**src/hw/rtl/bra_pkg.sv**
```systemverilog
// Package: constants, types and state codes for the bitmap run allocator.
package bra_pkg;

    localparam int MAP_BITS = 1024;
    localparam int AW       = $clog2(MAP_BITS);
    localparam int PW       = AW + 1;
    localparam int CNTW     = AW + 4;

    localparam logic [1:0] ST_OK      = 2'd0;
    localparam logic [1:0] ST_FULL    = 2'd1;
    localparam logic [1:0] ST_BADREQ  = 2'd2;
    localparam logic [1:0] ST_BADFREE = 2'd3;

    localparam logic KIND_ALLOC = 1'b0;

    typedef enum logic [13:0] {
        S_CLR     = 14'b00000000000001,
        S_IDLE    = 14'b00000000000010,
        S_A_NF_RD = 14'b00000000000100,
        S_A_NF_EV = 14'b00000000001000,
        S_A_CAND  = 14'b00000000010000,
        S_A_CK_RD = 14'b00000000100000,
        S_A_CK_EV = 14'b00000001000000,
        S_A_MARK  = 14'b00000010000000,
        S_A_FF_RD = 14'b00000100000000,
        S_A_FF_EV = 14'b00001000000000,
        S_F_CK_RD = 14'b00010000000000,
        S_F_CK_EV = 14'b00100000000000,
        S_F_CLR   = 14'b01000000000000,
        S_DONE    = 14'b10000000000000
    } state_t;

    typedef struct packed {
        logic          bad;
        logic          badfree;
        logic [AW-1:0] amask;
        logic [AW-1:0] color;
        logic [PW-1:0] start;
    } req_t;

endpackage

```
**src/hw/rtl/bra_ram.sv**
```systemverilog
// Generic single-port RAM with registered read.
module bra_ram #(
    parameter int WIDTH = 1,
    parameter int DEPTH = 1024
) (
    input  logic                     clk,
    input  logic                     we,
    input  logic [$clog2(DEPTH)-1:0] addr,
    input  logic [WIDTH-1:0]         wdata,
    output logic [WIDTH-1:0]         rdata
);

    logic [WIDTH-1:0] mem [DEPTH];

    always_ff @(posedge clk)
    begin
        if (we)
        begin
            mem[addr] <= wdata;
        end
        rdata <= mem[addr];
    end

endmodule

```
**src/hw/rtl/bra_decode.sv**
```systemverilog
// Request decode: validity checks, alignment mask, color and search start.
module bra_decode (
    input  logic                     kind,
    input  logic [bra_pkg::PW-1:0]   run_length,
    input  logic [bra_pkg::AW-1:0]   align_or_color,
    input  logic [bra_pkg::AW-1:0]   free_offset,
    input  logic [bra_pkg::AW-1:0]   color_count,
    input  logic [bra_pkg::PW-1:0]   last_size,
    input  logic [bra_pkg::AW-1:0]   last_end,
    input  logic [bra_pkg::PW-1:0]   first_free,
    input  logic [bra_pkg::PW-1:0]   used,
    output bra_pkg::req_t            req
);

    logic [bra_pkg::PW-1:0] align;
    logic [bra_pkg::PW-1:0] amask;
    logic                   bad_alloc;
    logic                   bad_free;
    logic [bra_pkg::PW:0]   free_end;

    always_comb
    begin
        if (color_count != '0)
        begin
            align = {1'b0, color_count};
        end
        else if (align_or_color == '0)
        begin
            align = bra_pkg::PW'(1);
        end
        else
        begin
            align = {1'b0, align_or_color};
        end
        amask     = align - bra_pkg::PW'(1);
        bad_alloc = ((align & amask) != '0) || (align >= bra_pkg::PW'(bra_pkg::MAP_BITS))
                    || (run_length == '0) || (run_length > bra_pkg::PW'(bra_pkg::MAP_BITS));
        free_end  = (bra_pkg::PW+1)'(free_offset) + (bra_pkg::PW+1)'(run_length);
        bad_free  = (run_length == '0) || (free_end > (bra_pkg::PW+1)'(bra_pkg::MAP_BITS));

        req.bad     = (kind == bra_pkg::KIND_ALLOC) ? bad_alloc : bad_free;
        req.badfree = used < run_length;
        req.amask   = amask[bra_pkg::AW-1:0];
        req.color   = (color_count != '0) ? (align_or_color & amask[bra_pkg::AW-1:0]) : '0;
        if (run_length < last_size)
        begin
            req.start = first_free;
        end
        else
        begin
            req.start = {1'b0, last_end & ~amask[bra_pkg::AW-1:0]};
        end
    end

endmodule

```
**src/hw/rtl/bitmap_run_allocator.sv**
```systemverilog
// Top level: bit-serial sequencer over a 1-bit occupancy RAM.
// After reset the occupancy RAM is cleared, one bit a cycle, with s_tready low;
// config writes are taken throughout.
// Bad requests go straight to the result state. Allocation reads then evaluates
// each scanned bit, steps to each aligned candidate, marks the run bit by bit
// and, if the run began at the first free bit, rescans for the next free bit;
// free checks each bit of the run, then clears it. One transaction in flight; result is registered.
module bitmap_run_allocator (
    input  logic        clk,
    input  logic        rst_n,
    input  logic        s_tvalid,
    output logic        s_tready,
    input  logic [31:0] s_tdata,   // run_length[10:0], align_or_color[20:11], free_offset[30:21]
    input  logic        s_tuser,   // kind
    output logic        m_tvalid,
    input  logic        m_tready,
    output logic [23:0] m_tdata,   // run_offset[9:0], status[11:10], used_bits[22:12]
    input  logic        cfg_valid,
    output logic        cfg_ready,
    input  logic [9:0]  cfg_data
);

    localparam int AW   = bra_pkg::AW;
    localparam int PW   = bra_pkg::PW;
    localparam int CNTW = bra_pkg::CNTW;
    localparam logic [PW-1:0]   MAPP = PW'(bra_pkg::MAP_BITS);
    localparam logic [CNTW-1:0] MAPC = CNTW'(bra_pkg::MAP_BITS);

    bra_pkg::state_t state_reg, state_next;
    bra_pkg::req_t   req;

    logic [AW-1:0]   cc_reg;
    logic [PW-1:0]   ffm_reg, ffm_next;
    logic [AW-1:0]   lend_reg, lend_next;
    logic [PW-1:0]   lsize_reg, lsize_next;
    logic [PW-1:0]   used_reg, used_next;

    logic [PW-1:0]   len_reg, len_next;
    logic [AW-1:0]   foff_reg, foff_next;
    logic [AW-1:0]   amask_reg, amask_next;
    logic [AW-1:0]   color_reg, color_next;
    logic [PW-1:0]   ptr_reg, ptr_next;
    logic [PW-1:0]   off_reg, off_next;
    logic [PW-1:0]   i_reg, i_next;
    logic [CNTW-1:0] count_reg, count_next;
    logic [AW-1:0]   roff_reg, roff_next;
    logic [1:0]      rst_reg, rst_next;

    logic            mv_reg, mv_next;
    logic [23:0]     md_reg, md_next;

    logic            ram_we;
    logic            ram_wdata;
    logic            ram_rdata;

    logic [PW:0]     cand;
    logic [PW-1:0]   cand_off;
    logic [CNTW-1:0] cand_cnt;
    logic [PW:0]     step_off;
    logic [PW-1:0]   i_inc;
    logic [PW:0]     run_end;

    bra_decode u_decode (
        .kind           (s_tuser),
        .run_length     (s_tdata[10:0]),
        .align_or_color (s_tdata[20:11]),
        .free_offset    (s_tdata[30:21]),
        .color_count    (cc_reg),
        .last_size      (lsize_reg),
        .last_end       (lend_reg),
        .first_free     (ffm_reg),
        .used           (used_reg),
        .req            (req)
    );

    bra_ram #(
        .WIDTH (1),
        .DEPTH (bra_pkg::MAP_BITS)
    ) u_map (
        .clk   (clk),
        .we    (ram_we),
        .addr  (ptr_reg[AW-1:0]),
        .wdata (ram_wdata),
        .rdata (ram_rdata)
    );

    assign s_tready  = (state_reg == bra_pkg::S_IDLE);
    assign cfg_ready = 1'b1;
    assign m_tvalid  = mv_reg;
    assign m_tdata   = md_reg;

    always_comb
    begin
        cand     = ((PW+1)'(ptr_reg) + (PW+1)'(amask_reg)) & ~(PW+1)'(amask_reg);
        cand     = cand + (PW+1)'(color_reg);
        cand_off = (cand >= (PW+1)'(bra_pkg::MAP_BITS)) ? '0 : cand[PW-1:0];
        cand_cnt = count_reg + CNTW'(cand) - CNTW'(off_reg);
        i_inc    = i_reg + PW'(1);
        step_off = (PW+1)'(off_reg) + (PW+1)'(i_inc);
        run_end  = (PW+1)'(off_reg) + (PW+1)'(len_reg);
    end

    always_comb
    begin
        state_next = state_reg;
        ffm_next   = ffm_reg;
        lend_next  = lend_reg;
        lsize_next = lsize_reg;
        used_next  = used_reg;
        len_next   = len_reg;
        foff_next  = foff_reg;
        amask_next = amask_reg;
        color_next = color_reg;
        ptr_next   = ptr_reg;
        off_next   = off_reg;
        i_next     = i_reg;
        count_next = count_reg;
        roff_next  = roff_reg;
        rst_next   = rst_reg;
        mv_next    = mv_reg;
        md_next    = md_reg;
        ram_we     = 1'b0;
        ram_wdata  = 1'b0;

        if (mv_reg && m_tready)
        begin
            mv_next = 1'b0;
        end

        unique case (state_reg)
            bra_pkg::S_CLR:
            begin
                ram_we   = 1'b1;
                ptr_next = ptr_reg + PW'(1);
                if (ptr_reg == MAPP - PW'(1))
                begin
                    state_next = bra_pkg::S_IDLE;
                end
            end
            bra_pkg::S_IDLE:
            begin
                if (s_tvalid)
                begin
                    len_next   = s_tdata[10:0];
                    foff_next  = s_tdata[30:21];
                    amask_next = req.amask;
                    color_next = req.color;
                    roff_next  = '0;
                    i_next     = '0;
                    count_next = '0;
                    if (req.bad)
                    begin
                        rst_next   = bra_pkg::ST_BADREQ;
                        state_next = bra_pkg::S_DONE;
                    end
                    else if (s_tuser == bra_pkg::KIND_ALLOC)
                    begin
                        off_next   = req.start;
                        ptr_next   = req.start;
                        state_next = bra_pkg::S_A_NF_RD;
                    end
                    else if (req.badfree)
                    begin
                        rst_next   = bra_pkg::ST_BADFREE;
                        state_next = bra_pkg::S_DONE;
                    end
                    else
                    begin
                        ptr_next   = {1'b0, s_tdata[30:21]};
                        state_next = bra_pkg::S_F_CK_RD;
                    end
                end
            end
            bra_pkg::S_A_NF_RD:
            begin
                state_next = (ptr_reg >= MAPP) ? bra_pkg::S_A_CAND : bra_pkg::S_A_NF_EV;
            end
            bra_pkg::S_A_NF_EV:
            begin
                if (ram_rdata)
                begin
                    ptr_next   = ptr_reg + PW'(1);
                    state_next = bra_pkg::S_A_NF_RD;
                end
                else
                begin
                    state_next = bra_pkg::S_A_CAND;
                end
            end
            bra_pkg::S_A_CAND:
            begin
                if (cand_cnt + CNTW'(len_reg) > MAPC)
                begin
                    rst_next   = bra_pkg::ST_FULL;
                    state_next = bra_pkg::S_DONE;
                end
                else if ((PW+1)'(cand_off) + (PW+1)'(len_reg) > (PW+1)'(bra_pkg::MAP_BITS))
                begin
                    count_next = cand_cnt + MAPC - CNTW'(cand_off);
                    off_next   = '0;
                    ptr_next   = '0;
                    state_next = bra_pkg::S_A_NF_RD;
                end
                else
                begin
                    count_next = cand_cnt;
                    off_next   = cand_off;
                    ptr_next   = cand_off;
                    i_next     = '0;
                    state_next = bra_pkg::S_A_CK_RD;
                end
            end
            bra_pkg::S_A_CK_RD:
            begin
                state_next = bra_pkg::S_A_CK_EV;
            end
            bra_pkg::S_A_CK_EV:
            begin
                if (!ram_rdata)
                begin
                    if (i_inc == len_reg)
                    begin
                        ptr_next   = off_reg;
                        i_next     = '0;
                        state_next = bra_pkg::S_A_MARK;
                    end
                    else
                    begin
                        i_next     = i_inc;
                        ptr_next   = ptr_reg + PW'(1);
                        state_next = bra_pkg::S_A_CK_RD;
                    end
                end
                else
                begin
                    count_next = count_reg + CNTW'(i_inc);
                    off_next   = (step_off >= (PW+1)'(bra_pkg::MAP_BITS)) ? '0 : step_off[PW-1:0];
                    ptr_next   = (step_off >= (PW+1)'(bra_pkg::MAP_BITS)) ? '0 : step_off[PW-1:0];
                    state_next = bra_pkg::S_A_NF_RD;
                end
            end
            bra_pkg::S_A_MARK:
            begin
                ram_we    = 1'b1;
                ram_wdata = 1'b1;
                ptr_next  = ptr_reg + PW'(1);
                i_next    = i_inc;
                if (i_inc == len_reg)
                begin
                    used_next  = used_reg + len_reg;
                    lsize_next = len_reg;
                    lend_next  = (run_end >= (PW+1)'(bra_pkg::MAP_BITS)) ? '0 : run_end[AW-1:0];
                    roff_next  = off_reg[AW-1:0];
                    rst_next   = bra_pkg::ST_OK;
                    if (off_reg == ffm_reg)
                    begin
                        ptr_next   = ffm_reg + len_reg;
                        state_next = bra_pkg::S_A_FF_RD;
                    end
                    else
                    begin
                        state_next = bra_pkg::S_DONE;
                    end
                end
            end
            bra_pkg::S_A_FF_RD:
            begin
                if (ptr_reg >= MAPP)
                begin
                    ffm_next   = MAPP;
                    state_next = bra_pkg::S_DONE;
                end
                else
                begin
                    state_next = bra_pkg::S_A_FF_EV;
                end
            end
            bra_pkg::S_A_FF_EV:
            begin
                if (ram_rdata)
                begin
                    ptr_next   = ptr_reg + PW'(1);
                    state_next = bra_pkg::S_A_FF_RD;
                end
                else
                begin
                    ffm_next   = ptr_reg;
                    state_next = bra_pkg::S_DONE;
                end
            end
            bra_pkg::S_F_CK_RD:
            begin
                state_next = bra_pkg::S_F_CK_EV;
            end
            bra_pkg::S_F_CK_EV:
            begin
                if (!ram_rdata)
                begin
                    rst_next   = bra_pkg::ST_BADFREE;
                    state_next = bra_pkg::S_DONE;
                end
                else if (i_inc == len_reg)
                begin
                    ptr_next   = {1'b0, foff_reg};
                    i_next     = '0;
                    state_next = bra_pkg::S_F_CLR;
                end
                else
                begin
                    i_next     = i_inc;
                    ptr_next   = ptr_reg + PW'(1);
                    state_next = bra_pkg::S_F_CK_RD;
                end
            end
            bra_pkg::S_F_CLR:
            begin
                ram_we   = 1'b1;
                ptr_next = ptr_reg + PW'(1);
                i_next   = i_inc;
                if (i_inc == len_reg)
                begin
                    if ({1'b0, foff_reg} < ffm_reg)
                    begin
                        ffm_next = {1'b0, foff_reg};
                    end
                    used_next  = used_reg - len_reg;
                    rst_next   = bra_pkg::ST_OK;
                    state_next = bra_pkg::S_DONE;
                end
            end
            bra_pkg::S_DONE:
            begin
                if (!mv_reg || m_tready)
                begin
                    mv_next    = 1'b1;
                    md_next    = {1'b0, used_reg, rst_reg, roff_reg};
                    state_next = bra_pkg::S_IDLE;
                end
            end
            default:
            begin
                state_next = bra_pkg::S_IDLE;
            end
        endcase
    end

    always_ff @(posedge clk or negedge rst_n)
    begin
        if (!rst_n)
        begin
            state_reg <= bra_pkg::S_CLR;
            cc_reg    <= '0;
            ffm_reg   <= '0;
            lend_reg  <= '0;
            lsize_reg <= '0;
            used_reg  <= '0;
            ptr_reg   <= '0;
            mv_reg    <= 1'b0;
        end
        else
        begin
            state_reg <= state_next;
            if (cfg_valid)
            begin
                cc_reg <= cfg_data;
            end
            ffm_reg   <= ffm_next;
            lend_reg  <= lend_next;
            lsize_reg <= lsize_next;
            used_reg  <= used_next;
            ptr_reg   <= ptr_next;
            mv_reg    <= mv_next;
        end
    end

    always_ff @(posedge clk)
    begin
        len_reg   <= len_next;
        foff_reg  <= foff_next;
        amask_reg <= amask_next;
        color_reg <= color_next;
        off_reg   <= off_next;
        i_reg     <= i_next;
        count_reg <= count_next;
        roff_reg  <= roff_next;
        rst_reg   <= rst_next;
        md_reg    <= md_next;
    end

endmodule

```
**config.mk**
```make
export PLATFORM = sky130hd
export DESIGN_NAME = bitmap_run_allocator
export DESIGN_NICKNAME = d
export VERILOG_FILES = /design/src/hw/rtl/bra_pkg.sv /design/src/hw/rtl/bra_ram.sv /design/src/hw/rtl/bra_decode.sv /design/src/hw/rtl/bitmap_run_allocator.sv
export SDC_FILE = /design/constraint.sdc
export NUM_CORES = 2
export LEC_CHECK = 0
export BUFFER_PORTS_ARGS = -buffer_cell sky130_fd_sc_hd__buf_2
export CAP_MARGIN = 40
export CORE_MARGIN = 3
export CORE_UTILIZATION = 56
export DETAILED_ROUTE_END_ITERATION = 10
export PLACE_DENSITY = 0.83
export SYNTH_ARGS = -nofsm -noshare
export SYNTH_HDL_FRONTEND = slang
export SYNTH_SLANG_ARGS = --single-unit
```
**constraint.sdc**
```tcl
create_clock -name clk -period 62.2 [get_ports clk]
set_clock_uncertainty 0.2 [all_clocks]
set_input_delay 6.22 -clock clk [delete_from_list [all_inputs] [get_ports clk]]
set_output_delay 6.22 -clock clk [all_outputs]
set_load 0.02 [all_outputs]
```
==> qor.yml <==
logic_synthesis:
  synth.avg_cell_area_sq_um: 12.8
  netlist.area_leader.share: 0.571
  yosysTopAreaCell: "edfxtp_1"
  synth_edf_count: 1136
  synth-seq-area-share: 0.604
  synth-seq-cells: 1216
  yosysWarnings: 0
  netlist_instances: 4680
  syn_area_sq_um: 59800
  synthTopCellsByArea: "edfxtp_1, mux4_2, nor2_1"
  synth_cell_type_count: 83
  synth-async-reset-ratio: 0.0650
  ys.flop_type: "edfxtp_1"
global_routing:
  grt_pass1_vias: 40900
  grt-ovfl-total: 0
  grt_pass1_wl_mm: 254
  grt_usage: 0.305
  grt_max_degree: 319
  antenna_found_initial: 7
detailed_routing:
  vias: 41600
  wl_per_cell_um: 27.8
  postRouteAntennaNets: 0
  drt_iter0_drc: 6766
  wirelength_mm: 171
  avgViaCountPerCell: 6.75
  drtPass1Iterations: 9
  drcViolationCount: 0
die:
  ioPinCount: 75
  rows: 119
  dieHeight_um: 333
  core_sq_um: 106000
  fp.dieW_um: 333
  die-area_sq_um: 111000
  start_util: 0.566
setup_path:
  crit_path_max_fanout: 20
  crit_type: "in2reg"
  end_kind: "register"
  worstPathRequired_ns: 62.60
  worstPathArrival_ns: 10.43
  r2r_slack_ns: 52.41
  critPathLaunchType: "input port"
clock_network:
  cts_buffers: 118
  cts-root-buf: "clkbuf_16"
  htree_num_levels: 3
  clock_latency_ns: 0.77
  cts.sinks: 1216
  cts_setup_buffers: 0
  cts-resized-gates: 0
  ctsHoldBuffers: 0
  clockBufferDepth: 3
  clk_pin_slew_worst_paths_ns: 0.06
  cts_tree: "built"
power_and_ir_drop:
  power_frac_seq: 0.253
  p_int_mw: 2.19
  clkPwrFrac: 0.182
  leakagePower_nw: 24.7
  power_density_nw_per_um2: 58.3
  switching_power_mw: 1.67
  vdd_drop_max_uv: 193
  combPwrFrac: 0.566
  swShare: 0.434
hold_path:
  hold_path_class: "reg2reg"
sta:
  period_minus_slack_ns: 10.03
  worst_slack_ns: 52.17
  hold_viol: 0
  setup_viol: 0
  fmax_ghz: 0.0997
  slew_violations: 0
  slew-limit-headroom: 0.136
  worst_pin_slew_ns: 1.30
  setup_tns_ns: 0
  fin_crit_sh: 0.161
  grt_setup_unrepaired: "false"
finish:
  num-fill-cells: 7259
  drive_gt1_frac: 0.152
  syn_to_final_growth_pct: 10.8
  regMostFlops: "u_map.mem"
  largest_reg_flops: 1024
  nNetsFinal: 4922
placed_design:
  dpl.hpwl_mm: 100
  port_buffers: 71
  place.gp.congestion: 0.965
  post-place-ws_ns: 51.56
status:
  status: "completed"
flow_run:
  drv_cap: 0
-- stage by stage --
stage                     instance area [sq um]  power [mW]   util  hold WS (ns)  std cells
final                                     66200        3.86  0.627         0.218       6160
after global routing                      66200        4.10  0.627         0.226       6157
after CTS                                 66200        3.82  0.627         0.219       6157
after detailed placement                  62500        3.11  0.592         0.205       5939
after global placement                    61500        3.04  0.583         0.201       5888
after floorplan                           59800        2.60      -         0.200       4682
-- cells in the mapped netlist (9+ instances only) --
cell,n
a22o_1,26
a21o_1,58
mux2_2,27
o21bai_1,21
a21oi_1,123
o22ai_1,21
a211oi_1,9
and3_1,16
and2_1,21
clkbuf_1,291
nand2_1,168
nand2b_1,29
a221oi_1,15
buf_1,37
o21ai_0,102
xor2_1,51
nor2b_1,18
dfrtp_1,78
xnor2_1,84
o211ai_1,16
a22oi_1,106
ha_1,184
nand3_1,77
nor2_1,1174
fa_1,22
mux4_2,259
a21boi_0,9
nor4_1,17
mux2i_1,9
a2bb2oi_1,12
a31oi_1,23
inv_1,169
a211o_1,9
nor3b_1,24
nor3_1,35
edfxtp_1,1136
nand4_1,44
o21a_1,18
o31ai_1,11
or3_1,11
-- final timing paths --
check | start | endpoint | depth (start not counted)
max in group asynchronous | rst_n | ptr_reg[1] | 2
hold / removal | roff_reg[9] | m_tdata[9] | 0
min in group asynchronous | rst_n | used_reg[10] | 1
setup / recovery | s_tdata[17] | ptr_reg[4] | 19
setup reg to reg | ptr_reg[1] | off_reg[10] | 34
hold reg to reg | roff_reg[9] | m_tdata[9] | 0
-- final cells by class --
type / instances / area, sq um / share of cell area
diodes: 3 / 7.51 / 0.000113
inverters: 171 / 649 / 0.00981
multi-input cells: 2960 / 22000 / 0.332
well taps: 1391 / 1740 / 0.0263
clock buffers: 139 / 3040 / 0.0459
clock inverters: 79 / 708 / 0.0107
flip-flops and latches: 1216 / 36100 / 0.545
repair buffers: 201 / 1950 / 0.0295
-- worst max-delay path: stages --
cell,delay [ns]
buf_2,0.13
nor4_1,0.07
a31oi_1,0.17
inv_1,0.05
a21oi_1,0.31
ha_1,0.20
inv_1,0.05
or3_1,0.41
or2_2,0.29
ha_1,0.19
nor4_1,0.31
nand3_1,0.25
nor3b_1,0.23
or3_1,0.33
a21oi_1,0.19
a2111oi_4,0.21
buf_4,0.33
o2111ai_1,0.29
o21a_1,0.18
-- cells in the final DEF, fill, tap and decap left out, types with 15 or more instances in the layout --
cell       Yosys  layout
o211ai_1      16      16
o21ai_0      102     101
fa_1          22      22
nand2b_1      29      27
clkinv_1       2      40
nand3_1       77      48
a221oi_1      15      15
nor3b_1       24      21
mux2_2        27      27
buf_4          5      83
clkbuf_1     291      20
buf_16         0      20
nor2b_1       18      17
a22o_1        26      26
nor4_1        17      15
nand4_1       44      44
nor2_1      1174    1173
a31oi_1       23      23
edfxtp_1    1136    1136
a22oi_1      106     106
xor2_1        51      51
dfrtp_1       78      75
buf_8          0      17
nand2_1      168     167
o21bai_1      21      21
nor3_1        35      30
and2_1        21      20
ha_1         184     184
clkinv_2       0      20
inv_1        169     168
a21oi_1      123     123
mux4_2       259     259
o21a_1        18      18
buf_2          2      72
nand3_2        0      29
o22ai_1       21      21
a21o_1        58      58
xnor2_1       84      84
clkbuf_16      0     118
-- power by group through the flow --
stage	clock network, mW	logic (mW)	registers (mW)
finish	0.701	2.18	0.977
global route	0.734	2.39	0.978
CTS	0.704	2.15	0.974
detailed placement	0	2.12	0.990
global placement	0	2.05	0.989
floorplan	0	1.65	0.957
-- logic make-up after synthesis --
kind of cell | share of synthesized area
and+or+nand+nor | 0.119
DFF | 0.604
AOI/OAI and AO/OA | 0.0725
buffers and inverters | 0.0321
muxes | 0.104
adders and majority gates | 0.0459
xor gates and xnor gates | 0.0220
other | 0.000126
-- routing by layer --
metal	vias to the layer above	GRT usage	part of all wire
met4	4	0.197	0.079
met2	3338	0.479	0.46
met5	-	0	0.00018
met3	871	0.0796	0.13
li1	17200	-	-
met1	20100	0.380	0.33
(Power assumes the default switching activity.)
